===== config.mk =====
export PLATFORM = sky130hd
export DESIGN_NAME = dead_reckoning_position_update
export DESIGN_NICKNAME = d
export VERILOG_FILES = /design/src/drpu_pkg.sv /design/src/drpu_dsmul.sv /design/src/drpu_cordic.sv /design/src/dead_reckoning_position_update.sv
export SDC_FILE = /design/constraint.sdc
export NUM_CORES = 2
export LEC_CHECK = 0
export ABC_AREA = 1
export ABC_CLOCK_PERIOD_IN_PS = 8000
export BUFFER_PORTS_ARGS = -buffer_cell sky130_fd_sc_hd__buf_2
export CORE_AREA = 2 2 378 380
export CTS_CLUSTER_SIZE = 20
export DETAILED_ROUTE_END_ITERATION = 7
export DIE_AREA = 0 0 380 382
export RECOVER_POWER = 50
export SYNTH_ARGS = -nofsm -noshare
export SYNTH_HDL_FRONTEND = slang
export SYNTH_SLANG_ARGS = --single-unit

===== constraint.sdc =====
create_clock -name clk -period 8 [get_ports clk]
set_input_delay 1.2 -clock clk [delete_from_list [all_inputs] [get_ports clk]]
set_output_delay 1.2 -clock clk [all_outputs]
set_load 0.02 [all_outputs]

===== src/drpu_pkg.sv =====
// Shared types, constants and a lookup function for the dead-reckoning position update.
package drpu_pkg;

	// Field widths
	localparam int HEADING_W = 16;
	localparam int ODO_W     = 32;
	localparam int POS_W     = 32;
	localparam int RESID_W   = 14;
	localparam int CFG_IDX_W = 1;
	localparam int CFG_W     = 32;

	// Configuration register indexes
	localparam logic [CFG_IDX_W-1:0] REG_START_X = 1'b0;
	localparam logic [CFG_IDX_W-1:0] REG_START_Y = 1'b1;

	// Heading in hundredths of a degree
	localparam logic [HEADING_W-1:0] QUARTER_CDEG  = 16'd9000;
	localparam logic [HEADING_W-1:0] HALF_CDEG     = 16'd18000;
	localparam logic [HEADING_W-1:0] THREE_Q_CDEG  = 16'd27000;
	localparam logic [HEADING_W-1:0] FULL_CDEG     = 16'd36000;

	// Quadrant codes
	localparam logic [1:0] QUAD_0 = 2'd0;
	localparam logic [1:0] QUAD_1 = 2'd1;
	localparam logic [1:0] QUAD_2 = 2'd2;
	localparam logic [1:0] QUAD_3 = 2'd3;

	// CORDIC datapath
	localparam int CORDIC_STAGES_DEF = 16;
	localparam int ATAN_ENTRIES      = 24;
	localparam int ATAN_IDX_W        = 5;
	localparam int ATAN_W            = 30;
	localparam int XY_W              = 18;
	localparam int Z_W               = 33;
	localparam int TRIG_W            = 16;
	localparam logic signed [XY_W-1:0] CORDIC_GAIN_Q15 = 18'sd19898;

	// Digit-serial multiplier
	localparam int DIGIT_W = 4;
	localparam int SCALE_B_W = 20;   // quadrant-mapped trig, sign room for +32768
	localparam int ANG_A_W   = 49;   // angle scale factor plus a zero sign bit
	localparam int ANG_B_W   = 16;   // residual angle, zero extended

	// Residual cdeg to radians * 2^30: r * ANGLE_MUL / 2^30, rounded up table constant
	localparam logic [63:0] ANGLE_MUL_64 =
		((64'd3373259426 << 30) + 64'd17999) / 64'd18000;
	localparam logic [ANG_A_W-2:0] ANGLE_MUL = ANGLE_MUL_64[ANG_A_W-2:0];

	// Sequencer states
	typedef enum logic [2:0] {
		ST_IDLE,
		ST_ANGLE,
		ST_ROTATE,
		ST_SCALE,
		ST_WRITE
	} state_t;

	// Arctangent of 2^-i in radians scaled by 2^30
	function automatic logic [ATAN_W-1:0] atan_q30(input logic [ATAN_IDX_W-1:0] idx);
		logic [ATAN_W-1:0] v;
		case (idx)
			5'd0:  v = 30'd843314857;
			5'd1:  v = 30'd497837829;
			5'd2:  v = 30'd263043837;
			5'd3:  v = 30'd133525159;
			5'd4:  v = 30'd67021687;
			5'd5:  v = 30'd33543516;
			5'd6:  v = 30'd16775851;
			5'd7:  v = 30'd8388437;
			5'd8:  v = 30'd4194283;
			5'd9:  v = 30'd2097149;
			5'd10: v = 30'd1048576;
			5'd11: v = 30'd524288;
			5'd12: v = 30'd262144;
			5'd13: v = 30'd131072;
			5'd14: v = 30'd65536;
			5'd15: v = 30'd32768;
			5'd16: v = 30'd16384;
			5'd17: v = 30'd8192;
			5'd18: v = 30'd4096;
			5'd19: v = 30'd2048;
			5'd20: v = 30'd1024;
			5'd21: v = 30'd512;
			5'd22: v = 30'd256;
			5'd23: v = 30'd128;
			default: v = '0;
		endcase
		return v;
	endfunction

endpackage


===== src/drpu_dsmul.sv =====
// Digit-serial signed multiplier: multiplier shifts out one digit per cycle, MSB first.
module drpu_dsmul #(
	parameter int A_W = 32,
	parameter int B_W = 20,
	parameter int D_W = 4
) (
	input  logic                      clk,
	input  logic                      arst_n,
	input  logic                      start,
	input  logic signed [A_W-1:0]     a,
	input  logic signed [B_W-1:0]     b,
	output logic                      done,
	output logic signed [A_W+B_W-1:0] prod
);

	localparam int ND   = B_W / D_W;
	localparam int CW   = $clog2(ND + 1);
	localparam int PW   = A_W + B_W;
	localparam int PPW  = A_W + D_W + 1;

	logic signed [A_W-1:0] a_q;
	logic [B_W-1:0]        b_q;
	logic signed [PW-1:0]  acc_q;
	logic [CW-1:0]         cnt_q;
	logic                  done_q;

	logic                  first_digit;
	logic signed [D_W:0]   digit;
	logic signed [PPW-1:0] partial;

	// Top digit carries the sign, the rest are unsigned
	assign first_digit = (cnt_q == CW'(ND));
	assign digit   = signed'({first_digit & b_q[B_W-1], b_q[B_W-1 -: D_W]});
	assign partial = a_q * digit;

	// Operand registers and accumulator
	always_ff @(posedge clk) begin
		if (start) begin
			a_q   <= a;
			b_q   <= b;
			acc_q <= '0;
		end else if (cnt_q != '0) begin
			b_q   <= b_q << D_W;
			acc_q <= (acc_q <<< D_W) + PW'(partial);
		end
	end

	// Digit counter and completion pulse
	always_ff @(posedge clk or negedge arst_n) begin
		if (!arst_n) begin
			cnt_q  <= '0;
			done_q <= 1'b0;
		end else begin
			done_q <= 1'b0;
			if (start) begin
				cnt_q <= CW'(ND);
			end else if (cnt_q != '0) begin
				cnt_q <= cnt_q - 1'b1;
				if (cnt_q == CW'(1)) begin
					done_q <= 1'b1;
				end
			end
		end
	end

	assign done = done_q;
	assign prod = acc_q;

endmodule


===== src/drpu_cordic.sv =====
// Iterative rotation-mode CORDIC, one micro-rotation per cycle, Q1.15 cos and sin.
module drpu_cordic #(
	parameter int STAGES = drpu_pkg::CORDIC_STAGES_DEF
) (
	input  logic                                    clk,
	input  logic                                    arst_n,
	input  logic                                    start,
	input  logic signed [drpu_pkg::Z_W-1:0]         z_in,
	output logic                                    done,
	output logic signed [drpu_pkg::TRIG_W-1:0]      cos_out,
	output logic signed [drpu_pkg::TRIG_W-1:0]      sin_out
);

	localparam int STAGES_EFF =
		(STAGES > drpu_pkg::ATAN_ENTRIES) ? drpu_pkg::ATAN_ENTRIES : STAGES;
	localparam int CW = $clog2(STAGES_EFF + 1);
	localparam int XW = drpu_pkg::XY_W;
	localparam int ZW = drpu_pkg::Z_W;
	localparam int TW = drpu_pkg::TRIG_W;
	localparam logic signed [XW-1:0] TRIG_MAX = XW'((1 << (TW - 1)) - 1);
	localparam logic signed [XW-1:0] TRIG_MIN = -XW'(1 << (TW - 1));

	logic signed [XW-1:0] x_q, y_q;
	logic signed [ZW-1:0] z_q;
	logic [CW-1:0]        iter_q;
	logic                 busy_q;
	logic                 done_q;

	logic signed [XW-1:0]          xs, ys;
	logic [drpu_pkg::ATAN_W-1:0]   atan_u;
	logic signed [ZW-1:0]          atan_s;

	// Shifted operands and angle step for this iteration
	assign xs     = x_q >>> iter_q;
	assign ys     = y_q >>> iter_q;
	assign atan_u = drpu_pkg::atan_q30(drpu_pkg::ATAN_IDX_W'(iter_q));
	assign atan_s = signed'({{(ZW - drpu_pkg::ATAN_W){1'b0}}, atan_u});

	// Rotate toward zero residual angle
	always_ff @(posedge clk) begin
		if (start) begin
			x_q <= drpu_pkg::CORDIC_GAIN_Q15;
			y_q <= '0;
			z_q <= z_in;
		end else if (busy_q) begin
			if (!z_q[ZW-1]) begin
				x_q <= x_q - ys;
				y_q <= y_q + xs;
				z_q <= z_q - atan_s;
			end else begin
				x_q <= x_q + ys;
				y_q <= y_q - xs;
				z_q <= z_q + atan_s;
			end
		end
	end

	// Iteration count and completion pulse
	always_ff @(posedge clk or negedge arst_n) begin
		if (!arst_n) begin
			iter_q <= '0;
			busy_q <= 1'b0;
			done_q <= 1'b0;
		end else begin
			done_q <= 1'b0;
			if (start) begin
				iter_q <= '0;
				busy_q <= 1'b1;
			end else if (busy_q) begin
				iter_q <= iter_q + 1'b1;
				if (iter_q == CW'(STAGES_EFF - 1)) begin
					busy_q <= 1'b0;
					done_q <= 1'b1;
				end
			end
		end
	end

	// Clamp to the Q1.15 range
	always_comb begin
		if (x_q > TRIG_MAX) begin
			cos_out = TRIG_MAX[TW-1:0];
		end else if (x_q < TRIG_MIN) begin
			cos_out = TRIG_MIN[TW-1:0];
		end else begin
			cos_out = x_q[TW-1:0];
		end
		if (y_q > TRIG_MAX) begin
			sin_out = TRIG_MAX[TW-1:0];
		end else if (y_q < TRIG_MIN) begin
			sin_out = TRIG_MIN[TW-1:0];
		end else begin
			sin_out = y_q[TW-1:0];
		end
	end

	assign done = done_q;

endmodule


===== src/dead_reckoning_position_update.sv =====
// Top level: heading/odometer ticks in, saturated x/y pose out.
//
//   channel | dir | handshake            | payload (low bit first)
//   --------+-----+----------------------+------------------------------------------
//   s_*     | in  | s_tvalid / s_tready  | tdata: heading_cdeg[15:0], odometer[47:16]
//   m_*     | out | m_tvalid / m_tready  | tdata: pos_x_out, pos_y_out, heading_out
//           |     |                      | tuser: saturated
//   cfg_*   | in  | cfg_we               | cfg_index 0 start_x, 1 start_y; cfg_data
//
// A tick passes from transfer in to result valid through a 4-bit digit-serial multiply
// for angle scaling (4 digits), the iterative CORDIC (one micro-rotation per cycle) and
// a second one for distance scaling (5 digits, x and y lanes in parallel).
// The next tick is taken in the cycle after the result enters the output register.
// Reset clears the pose and the previous odometer reading to zero.
// A stalled result holds in the output register; the next tick is processed behind it
// and waits in the final state until the output register frees.
module dead_reckoning_position_update #(
	parameter int CORDIC_STAGES = drpu_pkg::CORDIC_STAGES_DEF
) (
	input  logic                               clk,
	input  logic                               arst_n,
	// heading_cdeg[15:0], odometer[47:16]
	input  logic                               s_tvalid,
	output logic                               s_tready,
	input  logic [47:0]                        s_tdata,
	// pos_x_out[31:0], pos_y_out[63:32], heading_out[79:64]
	output logic                               m_tvalid,
	input  logic                               m_tready,
	output logic [79:0]                        m_tdata,
	// saturated[0]
	output logic [0:0]                         m_tuser,
	input  logic                               cfg_we,
	input  logic [drpu_pkg::CFG_IDX_W-1:0]     cfg_index,
	input  logic [drpu_pkg::CFG_W-1:0]         cfg_data
);

	localparam int HW   = drpu_pkg::HEADING_W;
	localparam int PSW  = drpu_pkg::POS_W;
	localparam int OW   = drpu_pkg::ODO_W;
	localparam int RW   = drpu_pkg::RESID_W;
	localparam int TW   = drpu_pkg::TRIG_W;
	localparam int SBW  = drpu_pkg::SCALE_B_W;
	localparam int AAW  = drpu_pkg::ANG_A_W;
	localparam int ABW  = drpu_pkg::ANG_B_W;
	localparam int APW  = AAW + ABW;
	localparam int ASW  = 62;                  // significant bits of the angle product
	localparam int ZW   = drpu_pkg::Z_W;
	localparam int SPW  = OW + SBW;
	localparam int DXW  = SPW - 15;
	localparam int NPW  = DXW + 1;
	localparam logic [ASW-1:0]         ANG_ROUND  = ASW'(1) << 29;
	localparam logic signed [SPW-1:0]  STEP_ROUND = SPW'(16384);

	drpu_pkg::state_t state_q, state_d;

	logic                        accept;
	logic                        ang_done, cor_done, x_done, y_done;
	logic                        cor_start, scl_start, pos_load, out_load;

	logic [HW-1:0]               heading_q;
	logic [1:0]                  quad_q;
	logic signed [OW-1:0]        delta_q;
	logic [OW-1:0]               last_odo_q;
	logic signed [PSW-1:0]       pos_x_q, pos_y_q;
	logic                        sat_q;
	logic                        m_tvalid_q;
	logic [PSW-1:0]              out_x_q, out_y_q;
	logic [HW-1:0]               out_heading_q;
	logic                        out_sat_q;

	logic [HW-1:0]               h_in, h_red, h_off;
	logic [1:0]                  quad_in;
	logic [RW-1:0]               resid;
	logic [OW-1:0]               odo_in;

	logic signed [APW-1:0]       ang_prod;
	logic [ASW-1:0]              ang_sum;
	logic signed [ZW-1:0]        z_in;
	logic signed [TW-1:0]        cos_v, sin_v;
	logic signed [SBW-1:0]       cos_e, sin_e, trig_x, trig_y;
	logic signed [SPW-1:0]       x_prod, y_prod, x_rnd, y_rnd;
	logic signed [DXW-1:0]       dx, dy;
	logic signed [NPW-1:0]       nx, ny;
	logic                        ovx, ovy;
	logic signed [PSW-1:0]       sat_x, sat_y;

	assign accept = s_tvalid & s_tready;
	assign h_in   = s_tdata[15:0];
	assign odo_in = s_tdata[47:16];

	// Fold heading into a quadrant and a residual below a quarter turn
	always_comb begin
		h_red = (h_in >= drpu_pkg::FULL_CDEG) ? h_in - drpu_pkg::FULL_CDEG : h_in;
		if (h_red >= drpu_pkg::THREE_Q_CDEG) begin
			quad_in = drpu_pkg::QUAD_3;
			h_off   = drpu_pkg::THREE_Q_CDEG;
		end else if (h_red >= drpu_pkg::HALF_CDEG) begin
			quad_in = drpu_pkg::QUAD_2;
			h_off   = drpu_pkg::HALF_CDEG;
		end else if (h_red >= drpu_pkg::QUARTER_CDEG) begin
			quad_in = drpu_pkg::QUAD_1;
			h_off   = drpu_pkg::QUARTER_CDEG;
		end else begin
			quad_in = drpu_pkg::QUAD_0;
			h_off   = '0;
		end
		resid = RW'(h_red - h_off);
	end

	// Residual cdeg to radians * 2^30
	drpu_dsmul #(
		.A_W (AAW),
		.B_W (ABW),
		.D_W (drpu_pkg::DIGIT_W)
	) u_ang_mul (
		.clk    (clk),
		.arst_n (arst_n),
		.start  (accept),
		.a      (signed'({1'b0, drpu_pkg::ANGLE_MUL})),
		.b      (signed'({{(ABW - RW){1'b0}}, resid})),
		.done   (ang_done),
		.prod   (ang_prod)
	);

	assign ang_sum = ang_prod[ASW-1:0] + ANG_ROUND;
	assign z_in    = signed'({{(ZW - (ASW - 30)){1'b0}}, ang_sum[ASW-1:30]});

	drpu_cordic #(
		.STAGES (CORDIC_STAGES)
	) u_cordic (
		.clk     (clk),
		.arst_n  (arst_n),
		.start   (cor_start),
		.z_in    (z_in),
		.done    (cor_done),
		.cos_out (cos_v),
		.sin_out (sin_v)
	);

	// Map residual sine and cosine back to the full-circle heading
	always_comb begin
		cos_e = SBW'(cos_v);
		sin_e = SBW'(sin_v);
		case (quad_q)
			drpu_pkg::QUAD_0: begin
				trig_x = sin_e;
				trig_y = cos_e;
			end
			drpu_pkg::QUAD_1: begin
				trig_x = cos_e;
				trig_y = -sin_e;
			end
			drpu_pkg::QUAD_2: begin
				trig_x = -sin_e;
				trig_y = -cos_e;
			end
			default: begin
				trig_x = -cos_e;
				trig_y = sin_e;
			end
		endcase
	end

	drpu_dsmul #(
		.A_W (OW),
		.B_W (SBW),
		.D_W (drpu_pkg::DIGIT_W)
	) u_x_mul (
		.clk    (clk),
		.arst_n (arst_n),
		.start  (scl_start),
		.a      (delta_q),
		.b      (trig_x),
		.done   (x_done),
		.prod   (x_prod)
	);

	drpu_dsmul #(
		.A_W (OW),
		.B_W (SBW),
		.D_W (drpu_pkg::DIGIT_W)
	) u_y_mul (
		.clk    (clk),
		.arst_n (arst_n),
		.start  (scl_start),
		.a      (delta_q),
		.b      (trig_y),
		.done   (y_done),
		.prod   (y_prod)
	);

	// Round the steps, add to the pose and clip at the 32-bit limits
	always_comb begin
		x_rnd = x_prod + STEP_ROUND;
		y_rnd = y_prod + STEP_ROUND;
		dx    = x_rnd[SPW-1:15];
		dy    = y_rnd[SPW-1:15];
		nx    = NPW'(pos_x_q) + NPW'(dx);
		ny    = NPW'(pos_y_q) + NPW'(dy);
		ovx   = (nx[NPW-1:PSW-1] != {(NPW - PSW + 1){nx[NPW-1]}});
		ovy   = (ny[NPW-1:PSW-1] != {(NPW - PSW + 1){ny[NPW-1]}});
		if (ovx) begin
			sat_x = nx[NPW-1] ? signed'({1'b1, {(PSW - 1){1'b0}}})
			                  : signed'({1'b0, {(PSW - 1){1'b1}}});
		end else begin
			sat_x = nx[PSW-1:0];
		end
		if (ovy) begin
			sat_y = ny[NPW-1] ? signed'({1'b1, {(PSW - 1){1'b0}}})
			                  : signed'({1'b0, {(PSW - 1){1'b1}}});
		end else begin
			sat_y = ny[PSW-1:0];
		end
	end

	// Next state
	always_comb begin
		state_d = state_q;
		case (state_q)
			drpu_pkg::ST_IDLE:   if (accept)   state_d = drpu_pkg::ST_ANGLE;
			drpu_pkg::ST_ANGLE:  if (ang_done) state_d = drpu_pkg::ST_ROTATE;
			drpu_pkg::ST_ROTATE: if (cor_done) state_d = drpu_pkg::ST_SCALE;
			drpu_pkg::ST_SCALE:  if (x_done)   state_d = drpu_pkg::ST_WRITE;
			drpu_pkg::ST_WRITE:  if (out_load) state_d = drpu_pkg::ST_IDLE;
			default:                           state_d = drpu_pkg::ST_IDLE;
		endcase
	end

	// Sequencer outputs
	always_comb begin
		s_tready  = (state_q == drpu_pkg::ST_IDLE);
		cor_start = (state_q == drpu_pkg::ST_ANGLE) & ang_done;
		scl_start = (state_q == drpu_pkg::ST_ROTATE) & cor_done;
		pos_load  = (state_q == drpu_pkg::ST_SCALE) & x_done;
		out_load  = (state_q == drpu_pkg::ST_WRITE) & (~m_tvalid_q | m_tready);
	end

	// State, pose, previous odometer reading and output valid flag
	always_ff @(posedge clk or negedge arst_n) begin
		if (!arst_n) begin
			state_q    <= drpu_pkg::ST_IDLE;
			pos_x_q    <= '0;
			pos_y_q    <= '0;
			last_odo_q <= '0;
			m_tvalid_q <= 1'b0;
		end else begin
			state_q <= state_d;
			if (accept) begin
				last_odo_q <= odo_in;
			end
			if (cfg_we) begin
				case (cfg_index)
					drpu_pkg::REG_START_X: pos_x_q <= signed'(cfg_data);
					drpu_pkg::REG_START_Y: pos_y_q <= signed'(cfg_data);
					default: ;
				endcase
			end else if (pos_load) begin
				pos_x_q <= sat_x;
				pos_y_q <= sat_y;
			end
			if (out_load) begin
				m_tvalid_q <= 1'b1;
			end else if (m_tready) begin
				m_tvalid_q <= 1'b0;
			end
		end
	end

	// Per-tick payload
	always_ff @(posedge clk) begin
		if (accept) begin
			heading_q <= h_in;
			quad_q    <= quad_in;
			delta_q   <= signed'(odo_in - last_odo_q);
		end
		if (pos_load) begin
			sat_q <= ovx | ovy;
		end
		if (out_load) begin
			out_x_q       <= pos_x_q;
			out_y_q       <= pos_y_q;
			out_heading_q <= heading_q;
			out_sat_q     <= sat_q;
		end
	end

	assign m_tvalid = m_tvalid_q;
	assign m_tdata  = {out_heading_q, out_y_q, out_x_q};
	assign m_tuser  = out_sat_q;

	// A transfer in always starts the angle multiply
	a_accept_to_angle: assert property (@(posedge clk) disable iff (!arst_n)
		accept |=> (state_q == drpu_pkg::ST_ANGLE))
		else $error("transfer in did not start angle scaling");

	// Angle product completes only while waiting for it
	a_ang_done_state: assert property (@(posedge clk) disable iff (!arst_n)
		ang_done |-> (state_q == drpu_pkg::ST_ANGLE))
		else $error("angle multiply finished outside its state");

	// CORDIC completes only while rotating
	a_cor_done_state: assert property (@(posedge clk) disable iff (!arst_n)
		cor_done |-> (state_q == drpu_pkg::ST_ROTATE))
		else $error("CORDIC finished outside its state");

	// x and y lanes run in lockstep
	a_lanes_lockstep: assert property (@(posedge clk) disable iff (!arst_n)
		x_done == y_done)
		else $error("x and y multiply lanes out of step");

	// A loaded result is presented on the next cycle
	a_load_valid: assert property (@(posedge clk) disable iff (!arst_n)
		out_load |=> m_tvalid)
		else $error("loaded result not presented");

endmodule

# Word level (Yosys, flattened, before mapping)

Memory sizes are Yosys's and may differ from the RTL's.
Index checks and enable logic that the tools add are counted.

ROM bits: 960
Output and inout bits: 83
Bits in registers: 573
Input bits: 86
Bits in latches: 0
Word-level logic and storage cells: 179
Memories kept: 1
Bits in writable memories: 0

Shifts and indexed selects: 2
Multiply operators: 3
Reduce and logical (&&, ||, !) cells: 15
Mux-type cells: 61
Bitwise gates (word level): 11
Add/sub/neg operators: 23
Equality and inequality tests: 21
Order comparisons: 8
Divide/modulo/power cells: 0

Memory list:

| name             | words | bits a word | rd ports | clocked after Yosys merged registers in | wr ports | RTL line       | text |
|---|---|---|---|---|---|---|---|
| (name not given) | 32    | 30          | 1        | 0                                       | 0        | drpu_pkg.sv:61 | `case (idx)` |

Operator list:

| cell                     | number |
|---|---|
| $mux W32                 | 12 |
| $pmux W20 S3             | 2 |
| $add A52 B16 Y52 const B | 2 |
| $add A52 B37 Y52         | 2 |
| $mux W16                 | 5 |
| $mux W20                 | 4 |
| $add A32 B37 Y38         | 2 |
| $mul A32 B5 Y37          | 2 |
| $mux W14                 | 5 |
| $add A62 B30 Y62 const B | 1 |
| $add A62 B54 Y62         | 1 |
| $mul A47 B5 Y52 const A  | 1 |
| $neg A16 Y20             | 2 |
| $add A18 B18 Y18         | 2 |
| $gt A18 B16 Y1 const B   | 2 |
| $lt A18 B16 Y1 const B   | 2 |
| $mux W18                 | 2 |
| $sshr A18 B5 Y18         | 2 |
| $sub A18 B18 Y18         | 2 |
| $add A33 B31 Y33         | 1 |
| $mux W3                  | 11 |
| $mux W33                 | 1 |
| $sub A33 B31 Y33         | 1 |
| $ge A16 B15 Y1 const B   | 2 |
| other kinds (29)         | 75 |

# Logic depth before layout (Yosys ltp)

Depth after elaboration: 8
Depth in mapped cells: 40
Mapped depth without buffers: 38

# Hierarchy

Synthesis repeated with hierarchy kept, for this count alone.

Cell total of the unflattened synthesis: 11312
Area total of the unflattened synthesis: 77554.4 um^2

Modules (own cells, without submodules):

| module                         | cells an instance | area each (um^2) | instances | seq. area each (um^2) |
|---|---|---|---|---|
| dead_reckoning_position_update | 2897              | 20238.2          | 1         | 6466.2 |
| drpu_dsmul at u_ang_mul        | 2718              | 18631.6          | 1         | 3353.2 |
| drpu_dsmul at u_x_mul          | 2020              | 14232.4          | 1         | 2702.6 |
| drpu_dsmul at u_y_mul          | 2014              | 14211.1          | 1         | 2702.6 |
| drpu_cordic                    | 1663              | 10241.1          | 1         | 1886.8 |

# Least setup slack after synthesis

Ideal clock, no wire load.

Kind: reg2reg
Start point: register u_ang_mul.cnt_q[0]
End point: register u_ang_mul.acc_q[46] (netlist: u_ang_mul.prod[46])
Path slack: 1.881 ns
Library setup time: 0.116 ns
Path buffers: 1
Arrival time: 6.002 ns
Cell stages (with the launch flop): 36
Path through: dfrtp_1 -> inv_1 -> ha_1 -> nand3_1 -> clkbuf_1 -> inv_1 -> ha_1 -> inv_1 -> fa_1 -> inv_1 -> ha_1 -> inv_1 -> fa_1 -> o21ai_0 -> nand2_1 -> nand2_1 -> a31oi_1 -> o21ai_0 -> a21oi_1 -> o21ai_0 -> nand2_1 -> nand2_1 -> xor2_1 -> ha_1 -> a21oi_1 -> o21ai_0 -> o21bai_1 -> o21bai_1 -> a21oi_1 -> o21ai_0 -> nand2_1 -> nand2_1 -> a21oi_1 -> o21ai_0 -> o211ai_1 -> inv_1

Cells in the longest elaborated chain, start to end: 4
Elaborated cells on any way between the ends: 5
Classes of those cells: 1 x add/sub; 1 x mul; 1 x eq/ne; 1 x bitwise; 1 x reduce/logical

Ends and longest elaborated chain:

| what                   | RTL line         | text |
|---|---|---|
| from (decl)            | drpu_dsmul.sv:24 | `logic [CW-1:0] cnt_q;` |
| from (signal assigned) | drpu_dsmul.sv:56 | `cnt_q <= CW'(ND);` |
| from (signal assigned) | drpu_dsmul.sv:58 | `cnt_q <= cnt_q - 1'b1;` |
| $eq A3 B3 Y1           | drpu_dsmul.sv:32 | `assign first_digit = (cnt_q == CW'(ND));` |
| $and A1 B1 Y1          | drpu_dsmul.sv:33 | `assign digit = signed'({first_digit & b_q[B_W-1], b_q[B_W-1 -: D_W]});` |
| $mul A47 B5 Y52        | drpu_dsmul.sv:34 | `assign partial = a_q * digit;` |
| $add A62 B54 Y62       | drpu_dsmul.sv:44 | `acc_q <= (acc_q <<< D_W) + PW'(partial);` |
| to (signal assigned)   | drpu_dsmul.sv:44 |  |
| to (decl)              | drpu_dsmul.sv:23 | `logic signed [PW-1:0] acc_q;` |

Parallel ways exist; a longest one is shown, timed or not.
A chain may end at the register's enable or synchronous reset.

# Worst setup path in the final report

Start point: register u_ang_mul.cnt_q[0]
End point: register u_ang_mul.acc_q[60] (netlist: u_ang_mul.prod[60])

The elaborated chain is that of the path after synthesis.

==> run_results.csv <==
group,metric,value,unit
setup_path,worstSetupStartpointType,"flop",
drt,dr.pass1.iters,8,
yosys,yosys-top-cells-area,"nand2_1, edfxtp_1, fa_1",
yosys,synth-main-ff-cell,"edfxtp_1",
drt,antenna_left,0,
clock_tree,worstSkewPairLatency,0.69,ns
layout,flow.area_growth_from_synthesis,8.06,%
job,drv_cap,14,
layout,final_core_utilization,48.5,%
timing,max_slew_violation_count,615,
place,portBuffers,168,
yosys,post_synth_edffs,250,
grt,antenna_found_initial,3,
grt,grtUsageMet2,48.6,%
worst_hold_path,hp-class,"reg2reg",
clock_tree,cts-htree-levels,3,
yosys,post-synth-top-count-cell,"nand2_1",
layout,post_route_cells_drive_above_1_share,3.84,%
timing,maxSlewHeadroom,-142,%
outcome,violated_checks,"capacitance limit, slew limit",
layout,multiInputGateArea,42100,sq um
drt,post_drt_wl_per_cell,19.0,microns
grt,grt_start_max_net_pins,91,
yosys,synth_largest_area_cell,"nand2_1",
setup_path,worstPathRequired,8.56,ns
floorplan,floorplan.core_area,141000,sq um
drt,finalWirelength,206000,microns
clock_tree,cts.reportedPaths.clkPinSlew,0.06,ns
yosys,synth_area,63200,sq um
clock_tree,cts_buffers,77,
setup_path,critical_path_peak_fanout,11,
drt,avgViaCountPerCell,5.39,
place,place.detailed.hpwl,166000,microns
floorplan,rows,138,
setup_path,critical-path-max-stage-delay,0.52,ns
grt,grt-ovfl-total,0,
timing,min_period,7.07,ns
layout,n_antenna_cell,0,
grt,wire_length_of_the_first_global_routing_pass,325000,microns
timing,fin_worst_skew,0.0280,ns
clock_tree,cts_buffer_depth,3,
floorplan,design.die.area,145000,sq um
floorplan,start_util,44.9,%
yosys,synth_top_area_share,12.1,%
yosys,synth.ff_latch_count,571,
drt,drc_violation_count_after_routing,0,
layout,n_fill_cell,14500,
setup_path,worstSetupPathType,"reg2reg",
setup_path,critical_path.endpoint_type,"flop",
place,finalWeightedCongestion,0.979,
grt,track_usage,28.1,%
timing,fmax,141,MHz
yosys,synthesis.area_per_instance,7.13,sq um
outcome,outcome,"complete, but fails checks",
yosys,ys_seq_area_share,23.0,%
setup_path,timing.critical_path.max_delay_family,"simple AND/OR/NAND/NOR gates",
yosys,synth_commonest_cells,"nand2_1, inv_1, nor2_1",
clock_tree,clock_tree_from_tritoncts,"built",
timing,min_period_over_period,88.4,%
clock_tree,post_cts_buffers,0,
layout,num-nets-final,9915,
timing,timing_hold_violations_final,0,
grt,grt_busiest_layer,"met2",
timing,grt_setup_unrepaired,"false",
floorplan,dieWidth,380,microns
clock_tree,cts_root_buf,"clkbuf_16",
grt,grtUsageMet3,2.76,%
setup_path,worstPathArrival,7.63,ns
floorplan,ios,169,
drt,initialDrtViolationCount,4097,
yosys,netlist_instances,8865,
yosys,synthArstFlopShare,20.7,%
timing,finalSetupViolCount,0,
setup_path,path_common_cell,"nand2_1",
drt,detailed_route_via_count,58600,
clock_tree,cts.sink_count,571,
yosys,synthesis.nets,9861,
yosys,yosys_warnings,0,
setup_path,worstPathBufferInverterCount,7,
clock_tree,post_cts.resized_instances,0,
setup_path,critPathSlowestCell,"ha_1",
clock_tree,cts-hold-fix-buffers,0,
layout,layout.area.seq,14500,sq um
grt,first_global_vias,58300,
grt,grt_util_met1,36.1,%
timing,totalNegativeSetupSlack,0,ns
timing,tightestPinTransition,3.63,ns
floorplan,floorplan.die.height,382,microns
yosys,post_synth_num_cell_types,69,
[sequential cells by signal, summed over array words and instances (netlist names), 32 cells and up]
signal and count:
out_x_q 32, pos_x_q 32, last_odo_q 32, u_y_mul.prod 52, u_x_mul.prod 52, u_x_mul.a_q 32, delta_q 32, u_ang_mul.prod 60
pos_y_q 32, u_cordic.z_q 33, out_y_q 32
[worst register-to-register path: cells and delay by family (launching register included)]
| family | cells | cell delay (ns) |
|---|---|---|
| buffers and inverters | 7 | 0.68 |
| XOR/XNOR | 1 | 0.13 |
| AO/OA/AOI/OAI | 5 | 1.27 |
| flip-flops | 1 | 0.38 |
| adder cells (fa/ha/maj) | 6 | 2.10 |
| AND/OR/NAND/NOR | 18 | 2.40 |
[cell families after synthesis]
family          count (synthesis)  share of synthesized area, %
simple gates                 3613                          23.7
compound gates               1592                          14.3
xor+xnor                      439                          6.08
buf+inv                      1740                          10.5
fa+ha+maj                     910                          22.4
flops                         571                          23.0
[through the flow]
step | hold WS, ns | worst slack [ns] | cell area (sq um) | cells
after floorplan | 0.400 | 1.88 | 63200 | 8865
after global placement | 0.401 | 1.10 | 65800 | 10700
after detailed placement | 0.405 | 1.05 | 65800 | 10700
after CTS | 0.415 | 1.02 | 68500 | 10900
after global routing | 0.418 | 0.277 | 68300 | 10900
final | 0.411 | 0.928 | 68300 | 10900
[placed cells by master, fill, tap and decap left out, types with 99 or more instances in the layout]
master and instances:
dfxtp_1 203, ha_1 538, edfxtp_1 250, a21oi_1 593, xnor2_1 140, nor2_1 764
dfrtp_1 118, fa_1 372, nand4_1 118, inv_1 1466, xor2_1 299, o21ai_0 534
clkbuf_1 122, nor3_1 99, nand3_1 473, nand2_1 2036
[final cells by class]
class,count,area share [%]
clock buffer,95,3.06
clock inverter,48,0.808
inverter,1489,8.19
multi-input combinational,6554,61.6
sequential,571,21.3
tap,1890,3.46
timing repair buffer,226,1.63
[final timing paths]
kind | startpoint | endpoint | slack (ns) | cells after the start
worst max register to register | u_ang_mul.cnt_q[0] | u_ang_mul.prod[60] | 0.93 | 37
worst min-delay path | delta_q[10] | u_x_mul.a_q[10] | 0.41 | 0
min in group asynchronous | arst_n | pos_x_q[24] | 1.42 | 1
max in group asynchronous | arst_n | last_odo_q[1] | 2.82 | 2
worst min register to register | delta_q[10] | u_x_mul.a_q[10] | 0.41 | 0
worst max-delay path | u_ang_mul.cnt_q[0] | u_ang_mul.prod[60] | 0.93 | 37
[routing by layer]
layer	wire length [microns]	vias up
met4	7900	0
li1	-	28900
met5	0	-
met1	89600	27800
met3	9730	332
met2	99000	1558
Power is left out: the tool's default activity adds up to more than one toggle a clock period on the data nets, which glitch-free logic cannot reach.
